--- config.mk ---
export PLATFORM = sky130hd
export DESIGN_NAME = held_sequence_retry_table
export DESIGN_NICKNAME = d
export VERILOG_FILES = /design/src/rtl/core/hsrt_pkg.sv /design/src/rtl/core/hsrt_datapath.sv /design/src/rtl/core/hsrt_ctrl.sv /design/src/rtl/core/held_sequence_retry_table.sv
export SDC_FILE = /design/constraint.sdc
export NUM_CORES = 1
export LEC_CHECK = 0
export ABC_AREA = 1
export BUFFER_PORTS_ARGS = -buffer_cell sky130_fd_sc_hd__buf_2
export CORE_MARGIN = 2
export CORE_UTILIZATION = 45
export CTS_BUF_LIST = sky130_fd_sc_hd__clkbuf_4
export DETAILED_ROUTE_END_ITERATION = 10
export HOLD_SLACK_MARGIN = 0.1
export SLEW_MARGIN = 30
export SYNTH_ARGS = -nofsm -noshare
export SYNTH_HDL_FRONTEND = slang
export SYNTH_HIERARCHICAL = 1
export SYNTH_SLANG_ARGS = --single-unit
--- constraint.sdc ---
create_clock -name clk -period 20.7 [get_ports clk]
set_clock_uncertainty 0.2 [all_clocks]
set_input_delay 0 -clock clk [delete_from_list [all_inputs] [get_ports clk]]
set_output_delay 0 -clock clk [all_outputs]
set_load 0.01 [all_outputs]
--- src/rtl/core/hsrt_pkg.sv ---
`timescale 1ns / 1ps

package hsrt_pkg;

	localparam int TABLE_DEPTH = 16;
	localparam int IDX_W       = (TABLE_DEPTH > 1) ? $clog2(TABLE_DEPTH) : 1;
	localparam int CNT_W       = $clog2(TABLE_DEPTH + 1);
	localparam int SEQ_W       = 64;
	localparam int TRY_W       = 8;

	localparam logic [TRY_W-1:0] MAX_TRIES_RST = TRY_W'(3);

	typedef enum logic [1:0] {
		OUT_RAISED  = 2'd0,
		OUT_ADDED   = 2'd1,
		OUT_REMOVED = 2'd2,
		OUT_FULL    = 2'd3
	} outcome_t;

	typedef struct packed {
		logic load;
		logic step;
		logic rd_last;
		logic bump;
		logic append;
		logic move;
	} dp_cmd_t;

	typedef struct packed {
		logic empty;
		logic full;
		logic hit;
		logic under;
		logic cmp_last;
	} dp_sts_t;

endpackage

--- src/rtl/core/hsrt_datapath.sv ---
`timescale 1ns / 1ps

module hsrt_datapath import hsrt_pkg::*; (
	input  logic             clk,
	input  logic             arst_n,
	input  logic [SEQ_W-1:0] seq,
	input  logic             cfg_wr,
	input  logic [TRY_W-1:0] cfg_data,
	input  dp_cmd_t          cmd,
	output dp_sts_t          sts
);

	localparam logic [CNT_W-1:0] CNT_ONE  = CNT_W'(1);
	localparam logic [CNT_W-1:0] CNT_FULL = CNT_W'(TABLE_DEPTH);

	logic [SEQ_W-1:0] seq_mem [TABLE_DEPTH];
	logic [TRY_W-1:0] cnt_mem [TABLE_DEPTH];

	logic [SEQ_W-1:0] seq_q;
	logic [SEQ_W-1:0] rd_seq_q;
	logic [TRY_W-1:0] rd_cnt_q;
	logic [CNT_W-1:0] count_q;
	logic [CNT_W-1:0] scan_q;
	logic [IDX_W-1:0] cmp_q;
	logic [TRY_W-1:0] max_q;

	logic             rd_en;
	logic [IDX_W-1:0] rd_addr;
	logic [IDX_W-1:0] last_idx;
	logic             wr_en;
	logic [IDX_W-1:0] wr_addr;
	logic [SEQ_W-1:0] wr_seq;
	logic [TRY_W-1:0] wr_cnt;
	logic [TRY_W-1:0] bumped;
	logic [CNT_W-1:0] last_cnt;
	logic [CNT_W-1:0] cmp_next;

	assign last_cnt = count_q - CNT_ONE;
	assign last_idx = last_cnt[IDX_W-1:0];
	assign cmp_next = CNT_W'(cmp_q) + CNT_ONE;
	assign bumped   = rd_cnt_q + TRY_W'(1);

	assign rd_en   = cmd.step | cmd.rd_last;
	assign rd_addr = cmd.step ? scan_q[IDX_W-1:0] : last_idx;

	always_comb begin
		wr_en   = cmd.bump | cmd.append | cmd.move;
		wr_addr = cmp_q;
		wr_seq  = rd_seq_q;
		wr_cnt  = rd_cnt_q;
		if (cmd.bump) begin
			wr_cnt = bumped;
		end else if (cmd.append) begin
			wr_addr = count_q[IDX_W-1:0];
			wr_seq  = seq_q;
			wr_cnt  = TRY_W'(1);
		end
	end

	assign sts.empty    = (count_q == '0);
	assign sts.full     = (count_q == CNT_FULL);
	assign sts.hit      = (rd_seq_q == seq_q);
	assign sts.under    = (bumped < max_q);
	assign sts.cmp_last = (cmp_next == count_q);

	always_ff @(posedge clk) begin
		if (cmd.load) begin
			seq_q <= seq;
		end
		if (rd_en) begin
			rd_seq_q <= seq_mem[rd_addr];
			rd_cnt_q <= cnt_mem[rd_addr];
		end
		if (wr_en) begin
			seq_mem[wr_addr] <= wr_seq;
			cnt_mem[wr_addr] <= wr_cnt;
		end
	end

	always_ff @(posedge clk or negedge arst_n) begin
		if (!arst_n) begin
			count_q <= '0;
			scan_q  <= '0;
			cmp_q   <= '0;
			max_q   <= MAX_TRIES_RST;
		end else begin
			if (cfg_wr) begin
				max_q <= cfg_data;
			end
			if (cmd.load) begin
				scan_q <= '0;
			end else if (cmd.step) begin
				cmp_q  <= scan_q[IDX_W-1:0];
				scan_q <= scan_q + CNT_ONE;
			end
			if (cmd.append) begin
				count_q <= count_q + CNT_ONE;
			end else if (cmd.move) begin
				count_q <= last_cnt;
			end
		end
	end

	a_count_bound: assert property (@(posedge clk) disable iff (!arst_n)
		count_q <= CNT_FULL)
		else $error("entry count above table depth");

	a_no_append_full: assert property (@(posedge clk) disable iff (!arst_n)
		cmd.append |-> !sts.full)
		else $error("append into full table");

	a_move_nonempty: assert property (@(posedge clk) disable iff (!arst_n)
		cmd.move |-> !sts.empty && (CNT_W'(cmp_q) < count_q))
		else $error("remove outside valid entries");

endmodule

--- src/rtl/core/hsrt_ctrl.sv ---
`timescale 1ns / 1ps

module hsrt_ctrl import hsrt_pkg::*; (
	input  logic    clk,
	input  logic    arst_n,
	input  logic    start,
	input  dp_sts_t sts,
	output dp_cmd_t cmd,
	output logic    busy,
	output logic    done,
	output logic    hold,
	output logic [1:0] outcome
);

	typedef enum logic [1:0] {
		S_IDLE,
		S_ISSUE,
		S_CMP,
		S_MOVE
	} state_t;

	state_t   state_q;
	logic     busy_q;
	logic     done_q;
	logic     hold_q;
	outcome_t outcome_q;
	logic     accept;

	assign accept  = start && !busy_q;
	assign busy    = busy_q;
	assign done    = done_q;
	assign hold    = hold_q;
	assign outcome = outcome_q;

	always_comb begin
		cmd = '0;
		case (state_q)
			S_IDLE: begin
				cmd.load = accept;
			end
			S_ISSUE: begin
				if (sts.empty) begin
					cmd.append = 1'b1;
				end else begin
					cmd.step = 1'b1;
				end
			end
			S_CMP: begin
				if (sts.hit) begin
					if (sts.under) begin
						cmd.bump = 1'b1;
					end else begin
						cmd.rd_last = 1'b1;
					end
				end else if (sts.cmp_last) begin
					cmd.append = !sts.full;
				end else begin
					cmd.step = 1'b1;
				end
			end
			S_MOVE: begin
				cmd.move = 1'b1;
			end
			default: begin
				cmd = '0;
			end
		endcase
	end

	always_ff @(posedge clk or negedge arst_n) begin
		if (!arst_n) begin
			state_q   <= S_IDLE;
			busy_q    <= 1'b0;
			done_q    <= 1'b0;
			hold_q    <= 1'b0;
			outcome_q <= OUT_RAISED;
		end else begin
			done_q <= 1'b0;
			case (state_q)
				S_IDLE: begin
					if (accept) begin
						busy_q  <= 1'b1;
						state_q <= S_ISSUE;
					end
				end
				S_ISSUE: begin
					if (sts.empty) begin
						done_q    <= 1'b1;
						hold_q    <= 1'b1;
						outcome_q <= OUT_ADDED;
						busy_q    <= 1'b0;
						state_q   <= S_IDLE;
					end else begin
						state_q <= S_CMP;
					end
				end
				S_CMP: begin
					if (sts.hit) begin
						if (sts.under) begin
							done_q    <= 1'b1;
							hold_q    <= 1'b1;
							outcome_q <= OUT_RAISED;
							busy_q    <= 1'b0;
							state_q   <= S_IDLE;
						end else begin
							state_q <= S_MOVE;
						end
					end else if (sts.cmp_last) begin
						done_q    <= 1'b1;
						hold_q    <= !sts.full;
						outcome_q <= sts.full ? OUT_FULL : OUT_ADDED;
						busy_q    <= 1'b0;
						state_q   <= S_IDLE;
					end
				end
				S_MOVE: begin
					done_q    <= 1'b1;
					hold_q    <= 1'b0;
					outcome_q <= OUT_REMOVED;
					busy_q    <= 1'b0;
					state_q   <= S_IDLE;
				end
				default: begin
					state_q <= S_IDLE;
					busy_q  <= 1'b0;
				end
			endcase
		end
	end

	a_done_after_busy: assert property (@(posedge clk) disable iff (!arst_n)
		done_q |-> $past(busy_q) && !busy_q)
		else $error("result without item in flight");

	a_hold_matches: assert property (@(posedge clk) disable iff (!arst_n)
		done_q |-> (hold_q == (outcome_q == OUT_RAISED || outcome_q == OUT_ADDED)))
		else $error("hold disagrees with outcome");

	a_idle_not_busy: assert property (@(posedge clk) disable iff (!arst_n)
		busy_q == (state_q != S_IDLE))
		else $error("busy flag out of step with state");

endmodule

--- src/rtl/core/held_sequence_retry_table.sv ---
`timescale 1ns / 1ps
// channel  | signals                      | handshake
// ---------+------------------------------+------------------------------
// item in  | start, busy, seq[63:0]       | taken when start && !busy
// result   | done, hold, outcome[1:0]     | one-cycle strobe on done
// config   | cfg_valid, cfg_ready, cfg_data | written when valid && ready
//
// An item that misses or raises a count scans the entries, one memory read
// per cycle, before its result; a removal passes through S_MOVE as well,
// and an item on an empty table is appended without a scan.
// busy drops in the result cycle, so the next item may start then.
// arst_n clears the entry count and loads max_tries with 3; table contents
// are not cleared. Results cannot be stalled; cfg_ready is always high.

module held_sequence_retry_table import hsrt_pkg::*; (
	input  logic             clk,
	input  logic             arst_n,
	input  logic             start,
	output logic             busy,
	input  logic [SEQ_W-1:0] seq,
	output logic             done,
	output logic             hold,
	output logic [1:0]       outcome,
	input  logic             cfg_valid,
	output logic             cfg_ready,
	input  logic [TRY_W-1:0] cfg_data
);

	dp_cmd_t cmd;
	dp_sts_t sts;

	assign cfg_ready = 1'b1;

	hsrt_ctrl u_ctrl (
		.clk     (clk),
		.arst_n  (arst_n),
		.start   (start),
		.sts     (sts),
		.cmd     (cmd),
		.busy    (busy),
		.done    (done),
		.hold    (hold),
		.outcome (outcome)
	);

	hsrt_datapath u_dp (
		.clk      (clk),
		.arst_n   (arst_n),
		.seq      (seq),
		.cfg_wr   (cfg_valid && cfg_ready),
		.cfg_data (cfg_data),
		.cmd      (cmd),
		.sts      (sts)
	);

endmodule

## Word level (Yosys, flattened, before mapping)

Memory sizes are Yosys's and may differ from the RTL's. A register that Yosys moved wholly into a read port is not among the register bits.
Cells that the tools add are included.

- Eq/ne operators: 10
- Div/mod/pow operators: 0
- Mux-type cells: 53
- Bitwise gates (word level): 4
- Reduce and logical (&&, ||, !) cells: 12
- Shift-type cells: 0
- Magnitude comparators: 1
- Add/sub/neg operators: 5
- $mul: 0

Operators by type and width:

| kind | number |
|---|---|
| 64-bit 2-to-1 mux | 2 |
| 64-bit equality test | 1 |
| 2-bit 2-to-1 mux | 12 |
| 1-bit 2-to-1 mux | 23 |
| 5-bit 2-to-1 mux | 4 |
| 8-bit 2-to-1 mux | 2 |
| 4-bit 2-to-1 mux | 3 |
| 5-bit by 1-bit adder with 5-bit output (second input constant) | 2 |
| 8-bit by 1-bit adder with 8-bit output (second input constant) | 1 |
| 8-bit less-than comparator | 1 |
| 2-bit one-hot mux with 4 select lines | 1 |
| 4-bit AND reduction | 2 |
| 3-bit inequality test (second input constant) | 2 |
| 1-bit one-hot mux with 3 select lines | 2 |
| 2-bit one-hot mux with 3 select lines | 1 |
| 4-bit by 1-bit adder with 5-bit output (second input constant) | 1 |
| 5-bit equality test | 1 |
| 5-bit equality test (second input constant) | 1 |
| 5-bit zero test | 1 |
| 5-bit by 1-bit subtractor with 5-bit output (second input constant) | 1 |
| 2-bit equality test (second input constant) | 2 |
| 1-bit one-hot mux with 2 select lines | 2 |
| 1-bit one-hot mux with 4 select lines | 1 |
| 2-bit AND reduction | 2 |
| 10 further kinds | 14 |

- Input port bits: 76
- Output and inout bits: 6
- Latch bits: 0
- ROM bits: 0
- RAM bits: 1,152
- Logic and storage cells: 97
- Memories kept: 2
- Bits in registers: 93

Memory list:

| memory | depth | width | read ports | clocked after Yosys merged registers in | wr ports | RTL line | source |
|---|---|---|---|---|---|---|---|
| u_dp.seq_mem | 16 | 64 | 1 | 1 | 1 | hsrt_datapath.sv:16 | `logic [SEQ_W-1:0] seq_mem [TABLE_DEPTH];` |
| u_dp.cnt_mem | 16 | 8 | 1 | 1 | 1 | hsrt_datapath.sv:17 | `logic [TRY_W-1:0] cnt_mem [TABLE_DEPTH];` |

## Depth between registers and ports, before layout

Gate-level depths: netlist of the first run.

- Word-level depth: 9
- Mapped depth: 23
- Gate-level depth less buffers: 21

## Cells and area by module

The synthesis of the first run kept the hierarchy.

By module, submodules not included:

| module | instances | area each (um2) | seq. area each (um2) | cells an instance |
|---|---|---|---|---|
| hsrt_datapath | 1 | 57,126.0 | 39,205.1 | 5,421 |
| hsrt_ctrl | 1 | 528.0 | 175.2 | 75 |
| held_sequence_retry_table | 1 | 11.3 | 0.0 | 2 |

## Least setup slack after synthesis of the first run

No wires, ideal clock.

- Path kind: flip-flop to flip-flop
- Start: register u_dp.rd_cnt_q[0], read port of u_dp.cnt_mem
- End: memory u_dp.cnt_mem[0][0], enable pin
- Slack: 14,221 ps
- Data required time: 19,997 ps
- Buffers on the path: 1
- Cell stages (with the launch flop): 18
- Setup time: 503 ps
- Clock period less this slack: 6,479 ps
- Data arrival time: 5,776 ps
- Cells stage by stage: edfxtp_1 nand3_1 nor2_1 or2_2 inv_1 ha_1 a21oi_1 o21ai_0 a21oi_1 inv_1 nor2_1 inv_1 nand2_1 buf_2 nand2_1 o21ai_0 nand2_1 nor2_1

RTL lines:

| what | RTL line | source |
|---|---|---|
| start: declaration | hsrt_datapath.sv:21 | `logic [TRY_W-1:0] rd_cnt_q;` |
| end: declaration | hsrt_datapath.sv:17 |  |

==> results of run 1 <==
## per-stage QoR
| stage | setup WS [ns] | area (µm²) | util (%) | hold slack, ns |
|---|---|---|---|---|
| 2_1_floorplan | 14.22 | 57700 | - | -0.496 |
| 3_3_place_gp | 13.09 | 59600 | 46.8 | -0.113 |
| 3_5_place_dp | 12.83 | 59700 | 46.9 | -0.107 |
| 4_1_cts | 12.75 | 66200 | 52.0 | 0.137 |
| 5_1_grt | 12.40 | 66300 | 52.1 | 0.242 |
| 6_report | 12.78 | 66300 | 52.1 | 0.283 |
## registers in the layout, summed over array words and instances, names as in the netlist
signal	flops
u_dp/rd_seq_q	64
u_ctrl/busy	1
u_dp/seq_mem	1024
u_ctrl/done	1
u_dp/seq_q	64
u_ctrl/hold	1
u_dp/rd_cnt_q	8
u_dp/cnt_mem	128
u_dp/count_q	5
u_ctrl/state_q	2
u_dp/cmp_q	4
u_dp/max_q	8
u_dp/scan_q	4
u_ctrl/outcome	2
## cell type report
class | count | share of cell area (%)
repair buffers | 384 | 5.23
clock inverters | 70 | 0.645
multi-input cells | 2753 | 19.3
well taps | 1662 | 3.14
flip-flops and latches | 1316 | 59.4
diodes | 3 | 0.0113
clock buffers | 498 | 5.64
inverters | 1178 | 6.68
## cells by family (layout without fill, tap and decap cells)
family,after synthesis,in the layout,synth area share [%]
AO/OA/AOI/OAI,148,148,1.36
buffers and inverters,1429,2130,10.0
XOR/XNOR,51,51,0.775
other,1,4,0.00650
AND/OR/NAND/NOR,2499,2499,18.4
multiplexers,35,35,0.683
flip-flops,1316,1316,68.3
adder cells (fa/ha/maj),19,19,0.412
## timing repair
action | in CTS | in global routing
hold buffers | 232 | 0
hold endpoints to repair | 175 | 0
setup buffers | 0 | 0
## power by group
group          internal, mW  switching (mW)  total [mW]
Combinational        0.0366          0.0179      0.0545
Sequential             2.88        0.000513        2.88
Clock                  1.17            1.02        2.19
Total                  4.09            1.04        5.13
## routing by layer
metal | vias to the layer above | GRT usage, % | share of wire [%]
met3 | 252 | 4.51 | 6.7
met2 | 1342 | 36.4 | 47
li1 | 18900 | - | -
met5 | - | 0 | 0
met1 | 18800 | 31.3 | 44
met4 | 0 | 7.79 | 2.4
## worst min-delay path, stage by stage
cell and delay, ns:
dlygate4sd3_1 0.53, buf_2 0.10, dlygate4sd3_1 0.56, nand2_1 0.11, nand2_1 0.07, nand2_1 0.12
nand2_1 0.08, o21ai_1 0.05
## cell usage after synthesis, types with 2 or more instances
library cell / n / area [µm²]
inv_2: 2 / 7.51
o21ai_0: 90 / 450
o21bai_1: 2 / 15.0
mux2_2: 35 / 394
nor2_1: 56 / 210
nand4_1: 4 / 25.0
edfxtp_1: 1288 / 38700
xor2_1: 8 / 70.1
clkbuf_1: 44 / 165
dfstp_2: 2 / 52.6
buf_2: 146 / 731
ha_1: 19 / 238
nand2_2: 4 / 25.0
o21ai_1: 35 / 175
dfrtp_1: 26 / 651
buf_4: 54 / 405
nor3_1: 3 / 15.0
xnor2_1: 43 / 377
o22ai_1: 2 / 12.5
inv_1: 1176 / 4410
buf_6: 4 / 45.0
nand3_1: 963 / 4820
buf_1: 3 / 11.3
or2_2: 3 / 18.8
a21oi_1: 9 / 45.0
o21a_1: 3 / 22.5
nand2_1: 1461 / 5480
## worst max-delay path by stage
stage                     endpoint  slack [ns]               from  depth (start not counted)
3_5_place_dp   u_dp/seq_mem[3][55]       12.83      u_dp/seq_q[0]                         19
4_1_cts        u_dp/seq_mem[3][54]       12.75  u_dp/rd_seq_q[14]                         17
5_1_grt        u_dp/seq_mem[1][52]       12.40   u_dp/rd_cnt_q[0]                         22
3_3_place_gp   u_dp/seq_mem[3][44]       13.09  u_dp/rd_seq_q[14]                         17
2_1_floorplan   u_dp/cnt_mem[0][0]       14.22   u_dp/rd_cnt_q[0]                         17
6_report       u_dp/seq_mem[3][54]       12.78  u_dp/rd_seq_q[14]                         17
==> results_dict.tcl, run 1 <==
set metrics [dict create \
    status "complete, no violations" \
    synth-seq-area-share_pct 68.3 \
    p_per_area_nw_per_um2 77.3 \
    setup_viol 0 \
    clk_pin_slew_worst_paths_ns 0.07 \
    min_period_over_period_pct 38.2 \
    io_buffers 80 \
    synth_flop_cell "edfxtp_1" \
    fin_tns_setup_ns 0 \
    cts_tree "built" \
    cp_top_family "simple AND/OR/NAND/NOR gates" \
    final_cell_count_no_fill 7864 \
    drive_gt1_share_pct 12.2 \
    critPathLaunchType "register" \
    drt-vias-per-instance 4.99 \
    fmaxAchievable_mhz 126 \
    track_usage_pct 22.8 \
    antenna_found_initial 2 \
    clock_latency_ns 1.23 \
    synth-seq-cells 1316 \
    grt_max_degree 206 \
    dp.cells 7058 \
    antenna_left 0 \
    hold_path_end "u_ctrl/state_q[0]" \
    maxSlewHeadroom_pct 33.6 \
    overflow 0 \
    layout_common_cells "nand2_1 (1459), edfxtp_1 (1288), inv_1 (1176)" \
    hp-start "start" \
    final_common_cell "nand2_1" \
    path_common_cell "nor2_1" \
    cpPeakStageDelay_ns 0.77 \
    yosys_warnings 6 \
    arrival_ns 8.47 \
    hold_depth 8 \
    cts.sinks 1316 \
    peakVddDrop_v 0.0000488 \
    n_fill_cell 11300 \
    nNetsFinal 6085 \
    synth_nets 5593 \
    cts_buffers 357 \
    path_class "reg2reg" \
    drv_slew 0 \
    synth_edf_count 1288 \
    leakagePower_nw 30.3 \
    drt_iter0_drc 3844 \
    worstSetupEndpointType "register" \
    cp_cell_sequence "xnor2_1, nand2_1, nor2_1, nand2_1, nor2_1, nand2_1, nor2_1, nand2_2, nor2_1, inv_1, nand2_4, buf_4, o21ai_0, nand3b_1, nor2_4, buf_4, buf_4" \
    core_um2 127000 \
    hold_class "in2reg" \
    crit_slowest_cell "buf_4" \
    post_cts_resized 0 \
    crit_required_ns 21.26 \
    power_mw 5.13 \
    synthCells 5498 \
    cts_root_buf "clkbuf_4" \
    cts_max_level 5 \
    finalHoldViolations 0 \
    synthDistinctLibCells 40 \
    start_util_pct 45.3 \
    regToRegStartpoint "u_dp/rd_seq_q[14]" \
    gp_congestion 0.768 \
    io_pins 82 \
    multi_input_area_um2 12800 \
    drv_cap 0 \
    num_rows 131 \
    grt_pass1_wl_mm 227 \
    r2r_slack_ns 12.78 \
    wl_mm 149 \
    drcViolationCount 0 \
    cp_num_buf_inv 4 \
    worst_pin_slew_ns 0.996 \
    die_h_um 362 \
    first_global_vias 38300 \
    ff_latch_area_um2 39400 \
    grt_setup_unrepaired "false" \
    post_drt_wl_per_cell_um 18.9 \
    firstDrtPassIters 5 \
    crit_fanout 57 \
    synth.avg_cell_area_um2 10.5 \
    die_x_um 362 \
    vias 39300 \
    min_period_ns 7.92 \
    clk_path_buf_depth 4 \
    syn_area_um2 57700 \
    rr_endpoint "u_dp/seq_mem[3][54]" \
    reg2reg_depth 17 \
    die_area_um2 131000 \
    hpwlAfterDp_mm 75.1 \
    synthToLayoutAreaGrowth_pct 15.0 \
    synth-async-reset-ratio_pct 2.13 \
]
(Power assumes the default switching activity.)
==> inputs of run 2 (changes only) <==
--- a/config.mk
+++ b/config.mk
@@ -5,7 +5,7 @@
 export SDC_FILE = /design/constraint.sdc
 export NUM_CORES = 1
 export LEC_CHECK = 0
-export ABC_AREA = 1
+export ABC_AREA = 0
 export BUFFER_PORTS_ARGS = -buffer_cell sky130_fd_sc_hd__buf_2
 export CORE_MARGIN = 2
 export CORE_UTILIZATION = 45
==> constraint.sdc (replaced) <==
create_clock -name clk -period 7.4 [get_ports clk]
set_clock_uncertainty 0.2 [all_clocks]
set_input_delay 0 -clock clk [delete_from_list [all_inputs] [get_ports clk]]
set_output_delay 0 -clock clk [all_outputs]
set_load 0.01 [all_outputs]
==> results_dict.tcl, run 2 <==
set metrics [dict create \
    arrival_ns 6.85 \
    cpPeakStageDelay_ns 0.89 \
    track_usage_pct 22.3 \
    reg_top3 "u_dp/seq_mem (1024), u_dp/cnt_mem (128)" \
    multi_input_area_um2 12100 \
    fmaxAchievable_mhz 163 \
    hold_class "in2reg" \
    cts_buffers 346 \
    crit_required_ns 8.10 \
    nNetsFinal 3366 \
    min_period_over_period_pct 83.0 \
    holdWs_ns 0.240 \
    synthToLayoutAreaGrowth_pct 17.1 \
    wl_mm 131 \
    drv_cap 0 \
    worst_pin_slew_ns 1.03 \
    synth_flop_cell "edfxtp_1" \
    final_common_cell "edfxtp_1" \
    reg2reg_depth 15 \
    synth.most_common_cell "edfxtp_1" \
    synthCells 2690 \
    cts_tree "built" \
    core_um2 115000 \
    grt_setup_unrepaired "false" \
    path_class "reg2reg" \
    drt_iter0_drc 2585 \
    synthTopCellsByArea "edfxtp_1 (74%), mux2_2 (6.4%), mux4_2 (6.2%)" \
    synth.avg_cell_area_um2 19.4 \
    crit_slowest_cell "nor4_1" \
    r2r_slack_ns 1.26 \
    fin_tns_setup_ns 0 \
    cts.sinks 1316 \
    synth-seq-cells 1316 \
    overflow 0 \
    drt-vias-per-instance 5.70 \
    seqPwrFrac_pct 37.7 \
    synthDistinctLibCells 54 \
    power_mw 28.7 \
    clk_pin_slew_worst_paths_ns 0.07 \
    firstDrtPassIters 5 \
    start_util_pct 45.5 \
    yosys.area.top_type "edfxtp_1" \
    hold_path_end "u_ctrl/state_q[1]" \
    setup_slack_ns 1.26 \
    n_fill_cell 9071 \
    syn_area_um2 52100 \
    cp_cell_sequence "xor2_1, nor4_1, nand4_1, nor4_2, buf_4, and4bb_2, a21oi_1, nor2b_1, buf_4, nand2b_4, nand2_1, o21ai_0, nand2_1, nor2_4, buf_4" \
    clk_path_buf_depth 4 \
    drcViolationCount 0 \
    combPwrFrac_pct 42.2 \
    synth_nets 2785 \
    cts_root_buf "clkbuf_4" \
    gp_congestion 0.794 \
    cts_max_level 5 \
    antenna_found_initial 3 \
    grt_max_degree 105 \
    critPathLaunchType "register" \
    crit_fanout 32 \
    hp-start "start" \
    layout_common_cells "edfxtp_1 (1288), clkbuf_4 (493), mux2_2 (296)" \
    cp_num_buf_inv 3 \
    largest_reg_flops 1024 \
    synth_edf_count 1288 \
    hold_depth 6 \
    post_drt_wl_per_cell_um 26.3 \
    post_cts_buffers 0 \
    clkPwrFrac_pct 20.2 \
    peakVddDrop_v 0.000919 \
    cp_top_family "simple AND/OR/NAND/NOR gates" \
    dpl_cell_area_um2 54800 \
    dp_slack_ns 1.31 \
    regMostFlops "u_dp/seq_mem" \
    synthTopCellsByCount "edfxtp_1 (1288), mux2_2 (296), nand2_1 (223)" \
    switching_share_pct 36.9 \
    drv_slew 0 \
    ff_latch_area_um2 39400 \
    io_pins 82 \
    crit_cells 15 \
    synth_top_area_share_pct 74.2 \
    die_x_um 344 \
    status "complete, no violations" \
    die_area_um2 119000 \
    p_per_area_nw_per_um2 470 \
    setup_viol 0 \
    antenna_left 0 \
    num_rows 124 \
    design_area_um2 61000 \
    synth-async-reset-ratio_pct 2.13 \
    p_switching_mw 10.6 \
    leakagePower_nw 20.2 \
    path_common_cell "buf_4" \
    min_period_ns 6.14 \
    rr_endpoint "u_dp/seq_mem[3][26]" \
    first_global_vias 29700 \
    io_buffers 80 \
    finalHoldViolations 0 \
    maxSlewHeadroom_pct 30.9 \
    hpwlAfterDp_mm 67.1 \
    grt_pass1_wl_mm 192 \
    worstSetupEndpointType "register" \
    yosys_warnings 6 \
    vias 28400 \
    die_h_um 344 \
    synth-seq-area-share_pct 75.6 \
    regToRegStartpoint "u_dp/seq_q[61]" \
    drive_gt1_share_pct 34.6 \
    p_int_mw 18.1 \
    clock_latency_ns 1.27 \
]
==> run 2: worst max-delay path by stage <==
stage	from	end	slack (ns)
2_1_floorplan	u_dp/cmp_q[0]	u_dp/cnt_mem[4][0]	0.73
3_3_place_gp	u_dp/cmp_q[0]	u_dp/seq_mem[5][41]	1.27
3_5_place_dp	u_dp/cmp_q[0]	u_dp/seq_mem[6][30]	1.31
4_1_cts	u_dp/cmp_q[0]	u_dp/seq_mem[6][1]	1.25
5_1_grt	u_dp/cmp_q[0]	u_dp/seq_mem[6][47]	1.13
6_report	u_dp/seq_q[61]	u_dp/seq_mem[3][26]	1.26
==> run 2: cells by family (layout without fill, tap and decap cells) <==
kind of cell               count (synthesis)  count (layout)  synth area share, %
AOI/OAI and AO/OA                        348             348                 5.63
xor gates and xnor gates                  82              82                 1.38
adders and majority gates                 19              19                0.456
buffers and inverters                    167             940                 1.67
DFF                                     1316            1316                 75.6
muxes                                    447             447                 12.8
other                                      1              10              0.00720
and+or+nand+nor                          310             310                 2.54
==> run 2: through the flow <==
step           cells  util, %
2_1_floorplan   2690        -
3_3_place_gp    4201     47.7
3_5_place_dp    4202     47.8
4_1_cts         4975     53.2
5_1_grt         4984     53.2
6_report        4984     53.2
==> run 2: tightest hold or removal path: cells and delay by family <==
| kind | cells | cell delay, ns |
|---|---|---|
| AO/OA/AOI/OAI | 2 | 0.22 |
| buffers and inverters | 3 | 1.22 |
| AND/OR/NAND/NOR | 1 | 0.18 |
==> run 2: power by group through the flow <==
stage	combinational [mW]	sequential (mW)	clock, mW
2_1_floorplan	8.53	10.8	0
3_3_place_gp	11.7	10.9	0
3_5_place_dp	12.0	10.9	0
4_1_cts	12.1	10.8	5.94
5_1_grt	12.9	10.8	6.31
6_report	12.1	10.8	5.78
==> run 2: timing repair <==
action / 4_1_cts / 5_1_grt
endpoints found under the setup margin: 0 / 0
hold endpoints to repair: 175 / 0
hold buffers: 233 / 0
gates resized for setup: 0 / 0
==> run 2: per-layer routing <==
layer | track usage, % | wire length [µm] | share of wire [%] | up-vias
li1 | - | - | - | 12300
met5 | 0 | 0 | 0 | -
met3 | 3.51 | 7730 | 5.9 | 182
met2 | 36.5 | 64100 | 49 | 1048
met1 | 30.8 | 56900 | 43 | 14900
met4 | 7.56 | 2530 | 1.9 | 0
==> run 2: final cells by class <==
type	instances	share of cell area, %
Timing Repair Buffer	382	6.00
Inverter	18	0.111
Clock buffer	493	6.07
Antenna cell	9	0.0369
Multi-Input combinational cell	1207	19.8
Clock inverter	47	0.295
Tap cell	1512	3.10
Sequential cell	1316	64.6
